**src/hdl/ecff_pkg.sv**
```systemverilog
`timescale 1ns / 1ps
`default_nettype none

package ecff_pkg;

    localparam int STATE_FRAC_BITS  = 12;
    localparam int OUT_FRAC_BITS    = 24;
    localparam int NORMAL_FRAC_BITS = 14;

    localparam int STATE_W  = 32;
    localparam int NORMAL_W = 16;
    localparam int AREA_W   = 31;
    localparam int FLUX_W   = 64;
    localparam int PROD_W   = 2 * FLUX_W;
    localparam int VN_PROD_W = STATE_W + NORMAL_W;
    localparam int VN_ACC_W  = VN_PROD_W + 2;
    localparam int VN_W      = VN_ACC_W - NORMAL_FRAC_BITS;

    localparam int FIFO_DEPTH = 2;
    localparam int PTR_W      = $clog2(FIFO_DEPTH);
    localparam int COUNT_W    = $clog2(FIFO_DEPTH + 1);

    localparam int SHIFT_W     = 7;
    localparam int UCODE_STEPS = 18;
    localparam int STEP_W      = $clog2(UCODE_STEPS);
    localparam int REG_W       = 5;

    // operand and destination registers of the back end
    localparam logic [REG_W-1:0] REG_RHO   = 5'd0;
    localparam logic [REG_W-1:0] REG_U     = 5'd1;
    localparam logic [REG_W-1:0] REG_V     = 5'd2;
    localparam logic [REG_W-1:0] REG_W_VEL = 5'd3;
    localparam logic [REG_W-1:0] REG_P     = 5'd4;
    localparam logic [REG_W-1:0] REG_NX    = 5'd5;
    localparam logic [REG_W-1:0] REG_NY    = 5'd6;
    localparam logic [REG_W-1:0] REG_NZ    = 5'd7;
    localparam logic [REG_W-1:0] REG_AREA  = 5'd8;
    localparam logic [REG_W-1:0] REG_VN    = 5'd9;
    localparam logic [REG_W-1:0] REG_SEVEN = 5'd10;
    localparam logic [REG_W-1:0] REG_RV    = 5'd11;
    localparam logic [REG_W-1:0] REG_T     = 5'd12;
    localparam logic [REG_W-1:0] REG_KE    = 5'd13;
    localparam logic [REG_W-1:0] REG_E     = 5'd14;
    localparam logic [REG_W-1:0] REG_MASS  = 5'd15;
    localparam logic [REG_W-1:0] REG_MX    = 5'd16;
    localparam logic [REG_W-1:0] REG_MY    = 5'd17;
    localparam logic [REG_W-1:0] REG_MZ    = 5'd18;
    localparam logic [REG_W-1:0] REG_EN    = 5'd19;

    // product scaling codes
    localparam logic [2:0] SH_PROD  = 3'd0;
    localparam logic [2:0] SH_STATE = 3'd1;
    localparam logic [2:0] SH_NORM  = 3'd2;
    localparam logic [2:0] SH_SEVEN = 3'd3;
    localparam logic [2:0] SH_HALF  = 3'd4;

    typedef struct packed {
        logic signed [STATE_W-1:0]  density;
        logic signed [STATE_W-1:0]  velocity_x;
        logic signed [STATE_W-1:0]  velocity_y;
        logic signed [STATE_W-1:0]  velocity_z;
        logic signed [STATE_W-1:0]  pressure;
        logic signed [NORMAL_W-1:0] normal_x;
        logic signed [NORMAL_W-1:0] normal_y;
        logic signed [NORMAL_W-1:0] normal_z;
        logic [AREA_W-1:0]          face_area;
        logic                       last;
    } face_t;

    typedef struct packed {
        logic signed [FLUX_W-1:0] mass;
        logic signed [FLUX_W-1:0] mom_x;
        logic signed [FLUX_W-1:0] mom_y;
        logic signed [FLUX_W-1:0] mom_z;
        logic signed [FLUX_W-1:0] energy;
        logic                     last;
        logic                     overflow;
    } flux_t;

    typedef struct packed {
        logic [REG_W-1:0] src_a;
        logic [REG_W-1:0] src_b;
        logic [2:0]       shift;
        logic [REG_W-1:0] dst;
        logic             accum;
    } ucode_t;

    function automatic logic signed [STATE_W-1:0] avg_floor(
        input logic signed [STATE_W-1:0] a,
        input logic signed [STATE_W-1:0] b
    );
        logic signed [STATE_W:0] s;
        s = {a[STATE_W-1], a} + {b[STATE_W-1], b};
        return s[STATE_W:1];
    endfunction

    function automatic logic signed [SHIFT_W-1:0] shift_amount(input logic [2:0] code);
        logic signed [SHIFT_W-1:0] r;
        case (code)
            SH_PROD:  r = SHIFT_W'(2 * STATE_FRAC_BITS - OUT_FRAC_BITS);
            SH_STATE: r = SHIFT_W'(STATE_FRAC_BITS);
            SH_NORM:  r = SHIFT_W'(STATE_FRAC_BITS + NORMAL_FRAC_BITS - OUT_FRAC_BITS);
            SH_SEVEN: r = SHIFT_W'(STATE_FRAC_BITS + 1 - OUT_FRAC_BITS);
            SH_HALF:  r = SHIFT_W'(STATE_FRAC_BITS + 1);
            default:  r = '0;
        endcase
        return r;
    endfunction

    function automatic ucode_t ucode(input logic [STEP_W-1:0] step);
        ucode_t u;
        case (step)
            5'd0:    u = '{REG_RHO, REG_VN,    SH_PROD,  REG_RV,   1'b0};
            5'd1:    u = '{REG_RV,  REG_AREA,  SH_STATE, REG_MASS, 1'b0};
            5'd2:    u = '{REG_RV,  REG_U,     SH_STATE, REG_T,    1'b0};
            5'd3:    u = '{REG_P,   REG_NX,    SH_NORM,  REG_T,    1'b1};
            5'd4:    u = '{REG_T,   REG_AREA,  SH_STATE, REG_MX,   1'b0};
            5'd5:    u = '{REG_RV,  REG_V,     SH_STATE, REG_T,    1'b0};
            5'd6:    u = '{REG_P,   REG_NY,    SH_NORM,  REG_T,    1'b1};
            5'd7:    u = '{REG_T,   REG_AREA,  SH_STATE, REG_MY,   1'b0};
            5'd8:    u = '{REG_RV,  REG_W_VEL, SH_STATE, REG_T,    1'b0};
            5'd9:    u = '{REG_P,   REG_NZ,    SH_NORM,  REG_T,    1'b1};
            5'd10:   u = '{REG_T,   REG_AREA,  SH_STATE, REG_MZ,   1'b0};
            5'd11:   u = '{REG_U,   REG_U,     SH_PROD,  REG_KE,   1'b0};
            5'd12:   u = '{REG_V,   REG_V,     SH_PROD,  REG_KE,   1'b1};
            5'd13:   u = '{REG_W_VEL, REG_W_VEL, SH_PROD, REG_KE,  1'b1};
            5'd14:   u = '{REG_P,   REG_SEVEN, SH_SEVEN, REG_E,    1'b0};
            5'd15:   u = '{REG_RHO, REG_KE,    SH_HALF,  REG_E,    1'b1};
            5'd16:   u = '{REG_E,   REG_VN,    SH_STATE, REG_T,    1'b0};
            5'd17:   u = '{REG_T,   REG_AREA,  SH_STATE, REG_EN,   1'b0};
            default: u = '{REG_RHO, REG_VN,    SH_PROD,  REG_RV,   1'b0};
        endcase
        return u;
    endfunction

endpackage

`default_nettype wire

```
**src/hdl/ecff_front.sv**
```systemverilog
`timescale 1ns / 1ps
`default_nettype none

module ecff_front import ecff_pkg::*; (
    input  wire logic                       aclk,
    input  wire logic                       aresetn,
    input  wire logic                       s_valid,
    output logic                            s_ready,
    input  wire logic                       s_op,
    input  wire logic signed [STATE_W-1:0]  s_density,
    input  wire logic signed [STATE_W-1:0]  s_velocity_x,
    input  wire logic signed [STATE_W-1:0]  s_velocity_y,
    input  wire logic signed [STATE_W-1:0]  s_velocity_z,
    input  wire logic signed [STATE_W-1:0]  s_pressure,
    input  wire logic signed [NORMAL_W-1:0] s_normal_x,
    input  wire logic signed [NORMAL_W-1:0] s_normal_y,
    input  wire logic signed [NORMAL_W-1:0] s_normal_z,
    input  wire logic [AREA_W-1:0]          s_face_area,
    input  wire logic                       s_final_face,
    input  wire logic                       fifo_full,
    output logic                            push,
    output face_t                           push_face
);

    logic signed [STATE_W-1:0] held_density_reg;
    logic signed [STATE_W-1:0] held_velocity_x_reg;
    logic signed [STATE_W-1:0] held_velocity_y_reg;
    logic signed [STATE_W-1:0] held_velocity_z_reg;
    logic signed [STATE_W-1:0] held_pressure_reg;
    logic                      accept;

    assign s_ready = !fifo_full;
    assign accept  = s_valid && s_ready;
    assign push    = accept && s_op;

    always_comb begin
        push_face.density    = avg_floor(held_density_reg, s_density);
        push_face.velocity_x = avg_floor(held_velocity_x_reg, s_velocity_x);
        push_face.velocity_y = avg_floor(held_velocity_y_reg, s_velocity_y);
        push_face.velocity_z = avg_floor(held_velocity_z_reg, s_velocity_z);
        push_face.pressure   = avg_floor(held_pressure_reg, s_pressure);
        push_face.normal_x   = s_normal_x;
        push_face.normal_y   = s_normal_y;
        push_face.normal_z   = s_normal_z;
        push_face.face_area  = s_face_area;
        push_face.last       = s_final_face;
    end

    // left beat loads the held cell state
    always_ff @(posedge aclk) begin
        if (!aresetn) begin
            held_density_reg    <= '0;
            held_velocity_x_reg <= '0;
            held_velocity_y_reg <= '0;
            held_velocity_z_reg <= '0;
            held_pressure_reg   <= '0;
        end else if (accept && !s_op) begin
            held_density_reg    <= s_density;
            held_velocity_x_reg <= s_velocity_x;
            held_velocity_y_reg <= s_velocity_y;
            held_velocity_z_reg <= s_velocity_z;
            held_pressure_reg   <= s_pressure;
        end
    end

endmodule

`default_nettype wire

```
**config.mk**
```make
export PLATFORM = sky130hd
export DESIGN_NAME = ecff_front
export DESIGN_NICKNAME = d
export VERILOG_FILES = /design/src/hdl/ecff_pkg.sv /design/src/hdl/ecff_front.sv
export SDC_FILE = /design/constraint.sdc
export NUM_CORES = 1
export LEC_CHECK = 0
export BUFFER_PORTS_ARGS = -buffer_cell sky130_fd_sc_hd__buf_2
export CORE_UTILIZATION = 40
export DETAILED_ROUTE_END_ITERATION = 6
export HOLD_SLACK_MARGIN = 0.03
export PLACE_DENSITY = 0.65
export SLEW_MARGIN = 25
export SYNTH_ARGS = -nofsm -noshare
export SYNTH_HDL_FRONTEND = slang
export SYNTH_SLANG_ARGS = --single-unit
```
**constraint.sdc**
```tcl
create_clock -name aclk -period 4.2 [get_ports aclk]
set_input_delay 0.63 -clock aclk [delete_from_list [all_inputs] [get_ports aclk]]
set_output_delay 0.63 -clock aclk [all_outputs]
set_load 0.05 [all_outputs]
```
Word level (Yosys, flattened, before mapping)

Cells that the tools add are included.

Output and inout bits: 242
Logic and storage cells: 15
Input port bits: 245
Register bits: 160

Reduce and logical (&&, ||, !) cells: 5
Add/subtract/negate cells: 5

Operators by type and width:

| kind              | count |
|---|---|
| $add 32x32->33    | 5 |
| $logic_and 1x1->1 | 3 |
| $logic_not 1->1   | 2 |

Longest topological paths before layout

Depth in word-level cells: 3
Gate-level depth with buffers: 11
Gate-level depth less buffers: 10

Worst setup path before layout

Ideal clock, no wire load.

Path type: input-to-output
Start point: input s_velocity_y[0]
End point: output push_face[169] in the netlist's numbering
Path slack: -329 ps
Arrival: 3,899 ps
Cell stages on the path: 10
Data required time: 3,570 ps
Path through: and2_1 -> fa_1 -> a21o_1 -> a221oi_2 -> a2111oi_2 -> o21ai_1 -> a211oi_2 -> or3_1 -> buf_2 -> a311oi_1

RTL lines:

| element     | RTL line         | text |
|---|---|---|
| from (decl) | ecff_front.sv:12 | `input wire logic signed [STATE_W-1:0] s_velocity_y,` |
| to (decl)   | ecff_front.sv:22 | `output face_t push_face` |

==> run summary <==
Slew HR = 41.8%
VDD IR max = 0.000279 V
Final Non-Filler Cells = 2670
Slew Limit Fails = 0
critical path startpoint category = flop
worst reg2reg path startpoint = held_velocity_y_reg[0]
Max Cap Viol = 0
Cell Pwr Density = 303 mW/mm^2
CP startpoint = held_pressure_reg[0]
Slowest-stage cell, CP = fa_1
Mapped Area = 0.0149 sq mm
CP max stage delay = 420 ps
Die ar. = 0.0381 sq mm
critical path type = reg -> out
Seq. cell area = 0.00320 sq mm
# port buffers = 326
CTS max path bufs = 2
hold crit path type = in -> reg
Vias = 14500
Synth warnings = 0
async set or reset register ratio after synthesis = 0%
Multi-input gate area = 0.0108 sq mm
Filler cells = 3716
Die Width = 195 um
largest net degree at the start of global routing = 114
share of cells above drive strength 1 = 19.2%
Root Buffer Master = clkbuf_16
Critical R2R Capture = held_velocity_y_reg[0]
cells after synthesis = 1976
Initial DRC Count = 492
final setup fails = 0
via/cell ratio = 5.44
Congestion Overflow GR = 0
area leader, netlist = dfxtp_1
worst-path fanout max = 4
cell class contributing the biggest share of worst-path delay = compound AO/OA/AOI/OAI gates
Post-CTS Hold Fix Bufs = 0
vias in the first global route = 13800
Max Freq = 243 MHz
chip height = 195 um
Placement Rows = 70
leakage = 8.02 nW
antenna violations before repair = 14
H-Tree Depth = 4
syn nets = 2381
area grow syn2layout = 14.7%
commonest non-fill, non-tap cell in the layout = nand2_1
sequential area share after synthesis = 21.5%
Clock Skews = 0 ps
Arrival @ worst endpoint = 3480 ps
most used cell, CP = a21oi_2
predominant post-synthesis flop cell = dfxtp_1
post-synthesis cell type count = 85
fin crit share = 97.8%
R2R setup slack = 3460 ps
Initial Util = 40.7%
Syn Area/Cell = 7.55 sq um
final core utilization = 46.6%
worst path cell trace = and2_1, fa_1, a21oi_2, o211ai_1, a311oi_2, nor2_1, a211oi_2, a21oi_2, o21ai_1, or3b_1, buf_2
Critical Path Sink = push_face[109]
Reg2Reg Depth = 2
1st-pass router iterations = 5
drt wl/cell = 16.3 um
GRT Overall Usage = 22.5%
dpl hpwl = 33.7 mm
Worst Max-Slew Pin Slew = 873 ps
Net count, final = 2590
Levels on crit path = 11
RSZ-0062 raised after global routing = yes
antenna viol nets, final = 0
ranking of synthesized cells by area = dfxtp_1 21%, ha_1 13%, nand2_1 11%
crit path time final = 4110 ps
CTS buffer count = 17
#FFs+latches synth = 160
I/O Pins = 487
CTS tree = done
data required time of the worst path = 3570 ps
CTS sink cnt = 160
Skew-Pair Late Insertion Delay = 440 ps
Clock transition at path regs = 70 ps
status = finished clean
post-synth top area share = 21.5%
hold path depth = 3
Crit. End Element = primary output
most frequent cells in the layout = 420 x nand2_1, 319 x buf_2, 163 x a21boi_0
Placer Congestion = 0.913
worst hold slack = 438 ps
placed cells = 2634
WP buf/inv = 1
total wire length = 43.5 mm
first-pass GRT wire length = 69.6 mm
drt drc = 0
number of synthesized flops with an enable pin = 0
final hold vios = 0
core area = 0.0367 sq mm
-- worst reg2reg max path: stages, from the launching register on --
cell      delay (ps)
dfxtp_1          360
nand2_1           60
a21boi_0         240
-- synth_stat cells, drive strengths merged, types with 27 or more instances --
cell type	count
inv	39
nor3	27
xor2	43
a21o	87
xnor2	83
o21bai	27
buf	86
nor2	106
dfxtp	160
ha	155
o21ai	74
nand2	420
a21oi	141
nand3	36
a21boi	163
clkbuf	68
-- report_power, final --
group / switching, W / total (W) / internal, W
clock: 0.000683 / 0.00164 / 0.000957
combinational: 0.00138 / 0.00195 / 0.000575
sequential: 0.0000270 / 0.00159 / 0.00157
total: 0.00209 / 0.00519 / 0.00310
-- logic make-up after synthesis --
group           after synthesis  synth area share [%]
buf+inv                     193                  6.93
flops                       160                  21.5
mux                           6                 0.411
compound gates              629                  29.6
xor+xnor                    126                  7.40
simple gates                702                  20.5
fa+ha+maj                   160                  13.7
-- layout make-up --
cell class | count | share of cell area [%]
sequential | 160 | 18.7
clock inverter | 10 | 0.804
inverter | 39 | 0.855
timing repair buffer | 344 | 10.6
multi-input combinational | 1623 | 62.9
tap | 468 | 3.42
antenna | 6 | 0.0877
clock buffer | 20 | 2.67
-- repair_timing --
action | 4_1_cts | 5_1_grt
resized for setup | 0 | 15
setup buffers | 0 | 0
endpoints found under the setup margin | 0 | 20
-- layer usage --
layer | part of all wire (%) | global-route usage, % | routed length (um) | up-vias
met5 | 0.28 | 0 | 121 | -
met4 | 2.9 | 8.49 | 1260 | 18
met2 | 47 | 37.8 | 20500 | 325
met3 | 5.5 | 6.01 | 2390 | 87
met1 | 44 | 27.4 | 19300 | 6761
li1 | - | - | - | 7340
-- per-stage QoR --
stage	total power [W]	setup TNS (ps)	worst slack [ps]	cell area, sq um
6_report	0.00519	0	92.1	17100
5_1_grt	0.00545	-74.4	-74.1	17100
4_1_cts	0.00525	0	27.6	17100
3_5_place_dp	0.00357	0	80.5	16500
3_3_place_gp	0.00356	0	91.7	16500
2_1_floorplan	0.00328	0	60.1	14900
-- worst min path at each step --
stage / from / endpoint / slack [ps]
2_1_floorplan: held_pressure_reg[15] / held_pressure_reg[15] / 450
3_3_place_gp: held_velocity_z_reg[15] / held_velocity_z_reg[15] / 450
3_5_place_dp: held_velocity_x_reg[2] / held_velocity_x_reg[2] / 460
4_1_cts: s_velocity_y[28] / held_velocity_y_reg[28] / 410
5_1_grt: s_velocity_y[31] / held_velocity_y_reg[31] / 420
6_report: s_velocity_y[19] / held_velocity_y_reg[19] / 440
Note: power is estimated with default switching activity, not from simulation.
