File: src/hdl/ecff_pkg.sv
`timescale 1ns / 1ps
`default_nettype none

package ecff_pkg;

    localparam int STATE_FRAC_BITS  = 12;
    localparam int OUT_FRAC_BITS    = 24;
    localparam int NORMAL_FRAC_BITS = 14;

    localparam int STATE_W  = 32;
    localparam int NORMAL_W = 16;
    localparam int AREA_W   = 31;
    localparam int FLUX_W   = 64;
    localparam int PROD_W   = 2 * FLUX_W;
    localparam int VN_PROD_W = STATE_W + NORMAL_W;
    localparam int VN_ACC_W  = VN_PROD_W + 2;
    localparam int VN_W      = VN_ACC_W - NORMAL_FRAC_BITS;

    localparam int FIFO_DEPTH = 2;
    localparam int PTR_W      = $clog2(FIFO_DEPTH);
    localparam int COUNT_W    = $clog2(FIFO_DEPTH + 1);

    localparam int SHIFT_W     = 7;
    localparam int UCODE_STEPS = 18;
    localparam int STEP_W      = $clog2(UCODE_STEPS);
    localparam int REG_W       = 5;

    // operand and destination registers of the back end
    localparam logic [REG_W-1:0] REG_RHO   = 5'd0;
    localparam logic [REG_W-1:0] REG_U     = 5'd1;
    localparam logic [REG_W-1:0] REG_V     = 5'd2;
    localparam logic [REG_W-1:0] REG_W_VEL = 5'd3;
    localparam logic [REG_W-1:0] REG_P     = 5'd4;
    localparam logic [REG_W-1:0] REG_NX    = 5'd5;
    localparam logic [REG_W-1:0] REG_NY    = 5'd6;
    localparam logic [REG_W-1:0] REG_NZ    = 5'd7;
    localparam logic [REG_W-1:0] REG_AREA  = 5'd8;
    localparam logic [REG_W-1:0] REG_VN    = 5'd9;
    localparam logic [REG_W-1:0] REG_SEVEN = 5'd10;
    localparam logic [REG_W-1:0] REG_RV    = 5'd11;
    localparam logic [REG_W-1:0] REG_T     = 5'd12;
    localparam logic [REG_W-1:0] REG_KE    = 5'd13;
    localparam logic [REG_W-1:0] REG_E     = 5'd14;
    localparam logic [REG_W-1:0] REG_MASS  = 5'd15;
    localparam logic [REG_W-1:0] REG_MX    = 5'd16;
    localparam logic [REG_W-1:0] REG_MY    = 5'd17;
    localparam logic [REG_W-1:0] REG_MZ    = 5'd18;
    localparam logic [REG_W-1:0] REG_EN    = 5'd19;

    // product scaling codes
    localparam logic [2:0] SH_PROD  = 3'd0;
    localparam logic [2:0] SH_STATE = 3'd1;
    localparam logic [2:0] SH_NORM  = 3'd2;
    localparam logic [2:0] SH_SEVEN = 3'd3;
    localparam logic [2:0] SH_HALF  = 3'd4;

    typedef struct packed {
        logic signed [STATE_W-1:0]  density;
        logic signed [STATE_W-1:0]  velocity_x;
        logic signed [STATE_W-1:0]  velocity_y;
        logic signed [STATE_W-1:0]  velocity_z;
        logic signed [STATE_W-1:0]  pressure;
        logic signed [NORMAL_W-1:0] normal_x;
        logic signed [NORMAL_W-1:0] normal_y;
        logic signed [NORMAL_W-1:0] normal_z;
        logic [AREA_W-1:0]          face_area;
        logic                       last;
    } face_t;

    typedef struct packed {
        logic signed [FLUX_W-1:0] mass;
        logic signed [FLUX_W-1:0] mom_x;
        logic signed [FLUX_W-1:0] mom_y;
        logic signed [FLUX_W-1:0] mom_z;
        logic signed [FLUX_W-1:0] energy;
        logic                     last;
        logic                     overflow;
    } flux_t;

    typedef struct packed {
        logic [REG_W-1:0] src_a;
        logic [REG_W-1:0] src_b;
        logic [2:0]       shift;
        logic [REG_W-1:0] dst;
        logic             accum;
    } ucode_t;

    function automatic logic signed [STATE_W-1:0] avg_floor(
        input logic signed [STATE_W-1:0] a,
        input logic signed [STATE_W-1:0] b
    );
        logic signed [STATE_W:0] s;
        s = {a[STATE_W-1], a} + {b[STATE_W-1], b};
        return s[STATE_W:1];
    endfunction

    function automatic logic signed [SHIFT_W-1:0] shift_amount(input logic [2:0] code);
        logic signed [SHIFT_W-1:0] r;
        case (code)
            SH_PROD:  r = SHIFT_W'(2 * STATE_FRAC_BITS - OUT_FRAC_BITS);
            SH_STATE: r = SHIFT_W'(STATE_FRAC_BITS);
            SH_NORM:  r = SHIFT_W'(STATE_FRAC_BITS + NORMAL_FRAC_BITS - OUT_FRAC_BITS);
            SH_SEVEN: r = SHIFT_W'(STATE_FRAC_BITS + 1 - OUT_FRAC_BITS);
            SH_HALF:  r = SHIFT_W'(STATE_FRAC_BITS + 1);
            default:  r = '0;
        endcase
        return r;
    endfunction

    function automatic ucode_t ucode(input logic [STEP_W-1:0] step);
        ucode_t u;
        case (step)
            5'd0:    u = '{REG_RHO, REG_VN,    SH_PROD,  REG_RV,   1'b0};
            5'd1:    u = '{REG_RV,  REG_AREA,  SH_STATE, REG_MASS, 1'b0};
            5'd2:    u = '{REG_RV,  REG_U,     SH_STATE, REG_T,    1'b0};
            5'd3:    u = '{REG_P,   REG_NX,    SH_NORM,  REG_T,    1'b1};
            5'd4:    u = '{REG_T,   REG_AREA,  SH_STATE, REG_MX,   1'b0};
            5'd5:    u = '{REG_RV,  REG_V,     SH_STATE, REG_T,    1'b0};
            5'd6:    u = '{REG_P,   REG_NY,    SH_NORM,  REG_T,    1'b1};
            5'd7:    u = '{REG_T,   REG_AREA,  SH_STATE, REG_MY,   1'b0};
            5'd8:    u = '{REG_RV,  REG_W_VEL, SH_STATE, REG_T,    1'b0};
            5'd9:    u = '{REG_P,   REG_NZ,    SH_NORM,  REG_T,    1'b1};
            5'd10:   u = '{REG_T,   REG_AREA,  SH_STATE, REG_MZ,   1'b0};
            5'd11:   u = '{REG_U,   REG_U,     SH_PROD,  REG_KE,   1'b0};
            5'd12:   u = '{REG_V,   REG_V,     SH_PROD,  REG_KE,   1'b1};
            5'd13:   u = '{REG_W_VEL, REG_W_VEL, SH_PROD, REG_KE,  1'b1};
            5'd14:   u = '{REG_P,   REG_SEVEN, SH_SEVEN, REG_E,    1'b0};
            5'd15:   u = '{REG_RHO, REG_KE,    SH_HALF,  REG_E,    1'b1};
            5'd16:   u = '{REG_E,   REG_VN,    SH_STATE, REG_T,    1'b0};
            5'd17:   u = '{REG_T,   REG_AREA,  SH_STATE, REG_EN,   1'b0};
            default: u = '{REG_RHO, REG_VN,    SH_PROD,  REG_RV,   1'b0};
        endcase
        return u;
    endfunction

endpackage

`default_nettype wire

File: src/hdl/ecff_fifo.sv
`timescale 1ns / 1ps
`default_nettype none

module ecff_fifo import ecff_pkg::*; (
    input  wire logic  aclk,
    input  wire logic  aresetn,
    input  wire logic  push,
    input  wire face_t push_face,
    output logic       full,
    input  wire logic  pop,
    output logic       pop_valid,
    output face_t      pop_face
);

    face_t                mem_reg [FIFO_DEPTH];
    logic [PTR_W-1:0]     wr_ptr_reg, wr_ptr_next;
    logic [PTR_W-1:0]     rd_ptr_reg, rd_ptr_next;
    logic [COUNT_W-1:0]   count_reg, count_next;

    assign full      = (count_reg == COUNT_W'(FIFO_DEPTH));
    assign pop_valid = (count_reg != '0);
    assign pop_face  = mem_reg[rd_ptr_reg];

    always_comb begin
        wr_ptr_next = wr_ptr_reg;
        rd_ptr_next = rd_ptr_reg;
        count_next  = count_reg;
        if (push) begin
            wr_ptr_next = (wr_ptr_reg == PTR_W'(FIFO_DEPTH - 1)) ? '0 : wr_ptr_reg + 1'b1;
        end
        if (pop) begin
            rd_ptr_next = (rd_ptr_reg == PTR_W'(FIFO_DEPTH - 1)) ? '0 : rd_ptr_reg + 1'b1;
        end
        if (push && !pop) begin
            count_next = count_reg + 1'b1;
        end else if (pop && !push) begin
            count_next = count_reg - 1'b1;
        end
    end

    always_ff @(posedge aclk) begin
        if (!aresetn) begin
            wr_ptr_reg <= '0;
            rd_ptr_reg <= '0;
            count_reg  <= '0;
        end else begin
            wr_ptr_reg <= wr_ptr_next;
            rd_ptr_reg <= rd_ptr_next;
            count_reg  <= count_next;
        end
    end

    always_ff @(posedge aclk) begin
        if (push) begin
            mem_reg[wr_ptr_reg] <= push_face;
        end
    end

endmodule

`default_nettype wire

File: config.mk
export PLATFORM = sky130hd
export DESIGN_NAME = ecff_fifo
export DESIGN_NICKNAME = d
export VERILOG_FILES = /design/src/hdl/ecff_pkg.sv /design/src/hdl/ecff_fifo.sv
export SDC_FILE = /design/constraint.sdc
export NUM_CORES = 1
export LEC_CHECK = 0
export ABC_AREA = 1
export BUFFER_PORTS_ARGS = -buffer_cell sky130_fd_sc_hd__buf_2
export CAP_MARGIN = 25
export CORE_MARGIN = 4
export CORE_UTILIZATION = 50
export DETAILED_ROUTE_END_ITERATION = 12
export PLACE_DENSITY_LB_ADDON = 0.05
export SLEW_MARGIN = 20
export SYNTH_ARGS = -nofsm -noshare
export SYNTH_HDL_FRONTEND = slang
export SYNTH_SLANG_ARGS = --single-unit
File: constraint.sdc
create_clock -name aclk -period 16.05 [get_ports aclk]
set_clock_uncertainty 0.2 [all_clocks]
set_input_delay 1.605 -clock aclk [delete_from_list [all_inputs] [get_ports aclk]]
set_output_delay 1.605 -clock aclk [all_outputs]
set_load 0.05 [all_outputs]
# After elaboration in Yosys (flattened, before gate mapping)
# Memories as Yosys holds them, arrays and structs flattened. A register that Yosys moved wholly into a read port is not among the register bits.
# Index checks and enable logic that the tools add are counted.
[word_totals]
ram_bits = 480
ff_bits = 4
n_memories = 1
in_bits = 244
[memory_table]
columns = ["memory", "words", "width", "rd", "rd_clocked_by_memory_dff", "wr", "line_no", "source"]
rows = [
  ["mem_reg", 2, 240, 1, 1, 1, "ecff_fifo.sv:15", "face_t mem_reg [FIFO_DEPTH];"],
]
[classes]
n_eq_ne = 1
addsub = 4
muxes = 8
reduce_logical = 6
[ops]
columns = ["cell", "count"]
rows = [
  ["$mux 1", 6],
  ["$mux 2", 2],
  ["$reduce_bool 2->1", 2],
  ["$add 1x1->1 const B", 2],
  ["$add 2x1->2 const B", 1],
  ["$eq 2x2->1 const B", 1],
  ["$logic_and 1x1->1", 2],
  ["$logic_not 1->1", 2],
  ["$sub 2x1->2 const B", 1],
]

# Longest topological paths before layout
[depth]
depth_word = 4
ltp_mapped = 8
depth_no_buf = 8

# Worst setup path before layout
# OpenSTA, ideal clock, no wires.
[synth_path]
path_kind = "in2reg"
from = "input push"
to = "memory mem_reg[0][0] in the netlist's numbering, enable pin"
stages = 2
n_path_buf = 0
path_slack_ps = 3327
setup_ps = 852
arrival_time_ps = 11671
path_cell_list = "inv_1 nor2_1"
[synth_between]
elab_chain_cells = 2
[synth_lines]
columns = ["item", "line_no", "source"]
rows = [
  ["from (decl)", "ecff_fifo.sv:7", "input wire logic push,"],
  ["$mux 1", "ecff_fifo.sv:54", "if (push) begin"],
  ["$mux 1 (implied by the code)", "ecff_fifo.sv:55", "mem_reg[wr_ptr_reg] <= push_face;"],
  ["to (decl)", "ecff_fifo.sv:15", ""],
]
# No other way between the ends.

==> Implementation_results.wiki <==
{| class="wikitable"
! Metric !! Value
|-
| Uppermost layer routed || met5
|-
| Clock transition at the registers of the reported paths || about 0.05 ns
|-
| Synth Area in Compound Gates || less than 1%
|-
| Arithmetic-cell share of the synthesized area counting full adders, half adders and majority gates || less than 1%
|-
| Post-cts gate resize count || 0
|-
| H-tree level count || 2
|-
| Hold crit path type || flip-flop to flip-flop
|-
| Pint || 2.29 mW
|-
| Cts bufs inserted || 49
|-
| # Post-CTS Setup Buffers || 0
|-
| Warnings, synthesis || 0
|-
| Port bufs || between 400 and 500
|-
| Via count of the routed design || 9179
|-
| Initial antenna violation count || 23
|-
| Standby leakage power || about 9 nW
|-
| Worst slew pin tran || 1.05 ns
|-
| Met2 WL || 20500 µm
|-
| Core Util, Final || a little over three fifths
|-
| Synth Area in Simple Gates || less than 1%
|-
| Relative slew margins || between 30% and 40%
|-
| Average detailed-routed wire length per instance || around 23 µm
|-
| Number of global-route vias before repair || 9667
|-
| Root Buffer Master || sky130_fd_sc_hd__clkbuf_16
|-
| Achievable frequency || ~210 MHz
|-
| FILL cells || approximately 2700
|-
| Remaining routing DRC violations || 0
|-
| Final period demand of the worst path || 4.67 ns
|-
| Sink Count || just under 500
|-
| Placeable core region || about 37000 µm²
|-
| Total gr overflow || 0
|-
| Overall die area || between 40000 and 50000 µm²
|-
| Kind of capture point of the worst setup path || output port
|-
| Outcome || finished, final reports clean
|-
| Comb pwr share || 14.8%
|-
| Number of placed I/O pins || between 400 and 500
|-
| Fin Setup TNS || 0 ns
|-
| Post-DRT Antenna Nets || 0
|-
| Final layout net count || 1545
|-
| Flip-flop count of the largest register after layout || between 400 and 500
|-
| Fraction of final layout cells with drive strength greater than 1 || ~60%
|-
| Slew Limit Fails || 0
|-
| CP Data Arrival Time || around 2.9 ns
|-
| Max clock buf depth || 3
|-
| Fraction of the cycle the final worst path needs || 29.1%
|-
| Max Fanout on Critical Path || 57
|-
| Number of DRC violations after detailed-routing iteration 0 || between 500 and 600
|-
| Area Growth Syn to Fin || 23.1%
|-
| Most used cells in the layout excluding fill and tap cells || sky130_fd_sc_hd__buf_2 (485), sky130_fd_sc_hd__edfxtp_1 (480), sky130_fd_sc_hd__mux2_4 (200)
|-
| GRT Overall Usage || between 10% and 20%
|-
| Part of the total power dissipated in the clock network || roughly 37%
|-
| Sequential standard cell area || roughly 15000 µm²
|-
| Initial core utilization || 50.7%
|-
| Switching part of the total power || 25.6%
|-
| Xor and xnor area share after synthesis || 0%
|-
| Final-report hold violation count || 0
|-
| Wire length of the first global-routing pass || around 60000 µm
|-
| GPL Wtd Cong || approximately 0.80
|-
| Post-synth net total || about 1000
|-
| Class of the most critical setup path || flip-flop to output port
|-
| Post-detailed-route via-to-cell ratio || approximately 5.0
|-
| Insertion delay of the later-clocked pin in the worst-skew pair || 0.57 ns
|-
| Sw Pwr || 0.788 mW
|-
| Pin count of the biggest net entering global routing || about 120
|-
| Average cell area after synthesis || between 20 and 25 µm²
|-
| Post-synthesis instance total || 782
|-
| Synth unique cells || 15
|-
| Post-synthesis register bit count || roughly 490
|-
| Hold buffer count at cts || 0
|-
| RSZ-0062 raised after global routing || false
|-
| Width of the die || ~200 µm
|-
| Dominant combinational cell family by area after synthesis || multiplexers
|-
| Portion of netlist area occupied by mux cells || 18.6%
|-
| Sequential share of power || around half
|-
| Wire length after detailed routing || roughly 42000 µm
|-
| DP HPWL || approximately 30000 µm
|-
| Amount of wire on met3 after detailed routing || ~4000 µm
|-
| Number of endpoints failing setup at the final stage || 0
|-
| Hold Slack || 0.302 ns
|-
| CTS tree || yes
|-
| Number of placement rows || 70
|-
| Post-Synthesis Cell Area || between 15000 and 20000 µm²
|-
| Detailed-route wire length on metal 1 || roughly 16000 µm
|-
| Area used by multi-input combinational logic || around 3600 µm²
|-
| Pwr per Cell Area || roughly 130 nW/µm²
|-
| Nature of the critical path startpoint || flip-flop
|-
| Most frequent standard cell in the layout excluding fill and tap cells || sky130_fd_sc_hd__buf_2
|-
| Required time reported for the critical path endpoint || between 10 and 15 ns
|-
| Share of the yosys chip area belonging to registers || 78.2%
|-
| Pre-antenna DRT Iters || 4
|-
| Die extent in y || 201 µm
|-
| Number of violations of the max-capacitance limit || 0
|-
| Largest voltage drop on the vdd net || roughly 0.10 mV
|}
-- synthesized netlist by cell type, drive strengths merged --
| library cell | count | area, µm² |
|---|---|---|
| nor2 | 8 | 30.0 |
| nand4 | 1 | 6.26 |
| ha | 1 | 12.5 |
| a21oi | 1 | 5.00 |
| nand2 | 9 | 33.8 |
| dfxtp | 5 | 100 |
| o21ai | 1 | 5.00 |
| edfxtp | 480 | 14400 |
| buf | 27 | 472 |
| nand3 | 1 | 5.00 |
| mux2 | 240 | 3450 |
| inv | 8 | 30.0 |
-- metrics by stage --
stage	power, mW	instances	worst slack (ns)	instance area [µm²]
2_1_floorplan	1.89	782	3.33	18600
3_5_place_dp	1.98	1717	11.94	21200
5_1_grt	3.19	1815	11.24	22800
3_3_place_gp	1.97	1716	11.59	21200
6_report	3.08	1818	11.38	22900
4_1_cts	3.12	1808	11.31	22800
-- area by class of cell --
type / instances / share of cell area [%]
clock buffers: 63 / 5.78
clock inverters: 28 / 1.27
repair buffers: 494 / 11.0
diodes: 10 / 0.109
inverters: 8 / 0.164
flip-flops and latches: 485 / 63.5
multi-input cells: 262 / 15.6
well taps: 468 / 2.56
-- routing by layer --
layer / vias to the layer above / GRT usage [%]
li1: 4149 / -
met1: 4523 / 22.5
met2: 383 / 33.5
met3: 96 / 8.64
met4: 28 / 7.84
met5: - / 0
-- path summary, 6_finish.rpt --
kind	depth (start not counted)	from	slack, ns	endpoint
worst max-delay path	3	flip-flop	11.38	pop_face[175]
worst min-delay path	2	rd_ptr_reg	0.30	rd_ptr_reg
worst max register to register	3	wr_ptr_reg	13.39	mem_reg[1][208]
worst min register to register	2	rd_ptr_reg	0.30	rd_ptr_reg
-- worst max-delay path, stage by stage, from the launching register on --
cell and delay (ns):
sky130_fd_sc_hd__dfxtp_4 0.76, sky130_fd_sc_hd__buf_4 0.87, sky130_fd_sc_hd__mux2_4 0.36, sky130_fd_sc_hd__buf_2 0.22
-- cells by family (layout without fill, tap and decap cells) --
family                     count (synthesis)  in the layout
AOI/OAI and AO/OA                          2              2
adders and majority gates                  1              1
buffers and inverters                     35            593
DFF                                      485            485
muxes                                    240            240
other                                      0             10
and+or+nand+nor                           19             19
-- power by group through the flow --
| stage | Sequential [mW] | Combinational [mW] | Clock [mW] |
|---|---|---|---|
| after floorplan | 1.53 | 0.361 | 0 |
| after global placement | 1.52 | 0.455 | 0 |
| after detailed placement | 1.52 | 0.461 | 0 |
| after CTS | 1.49 | 0.462 | 1.16 |
| after global routing | 1.50 | 0.476 | 1.22 |
| final | 1.49 | 0.457 | 1.13 |
(Power assumes the default switching activity.)
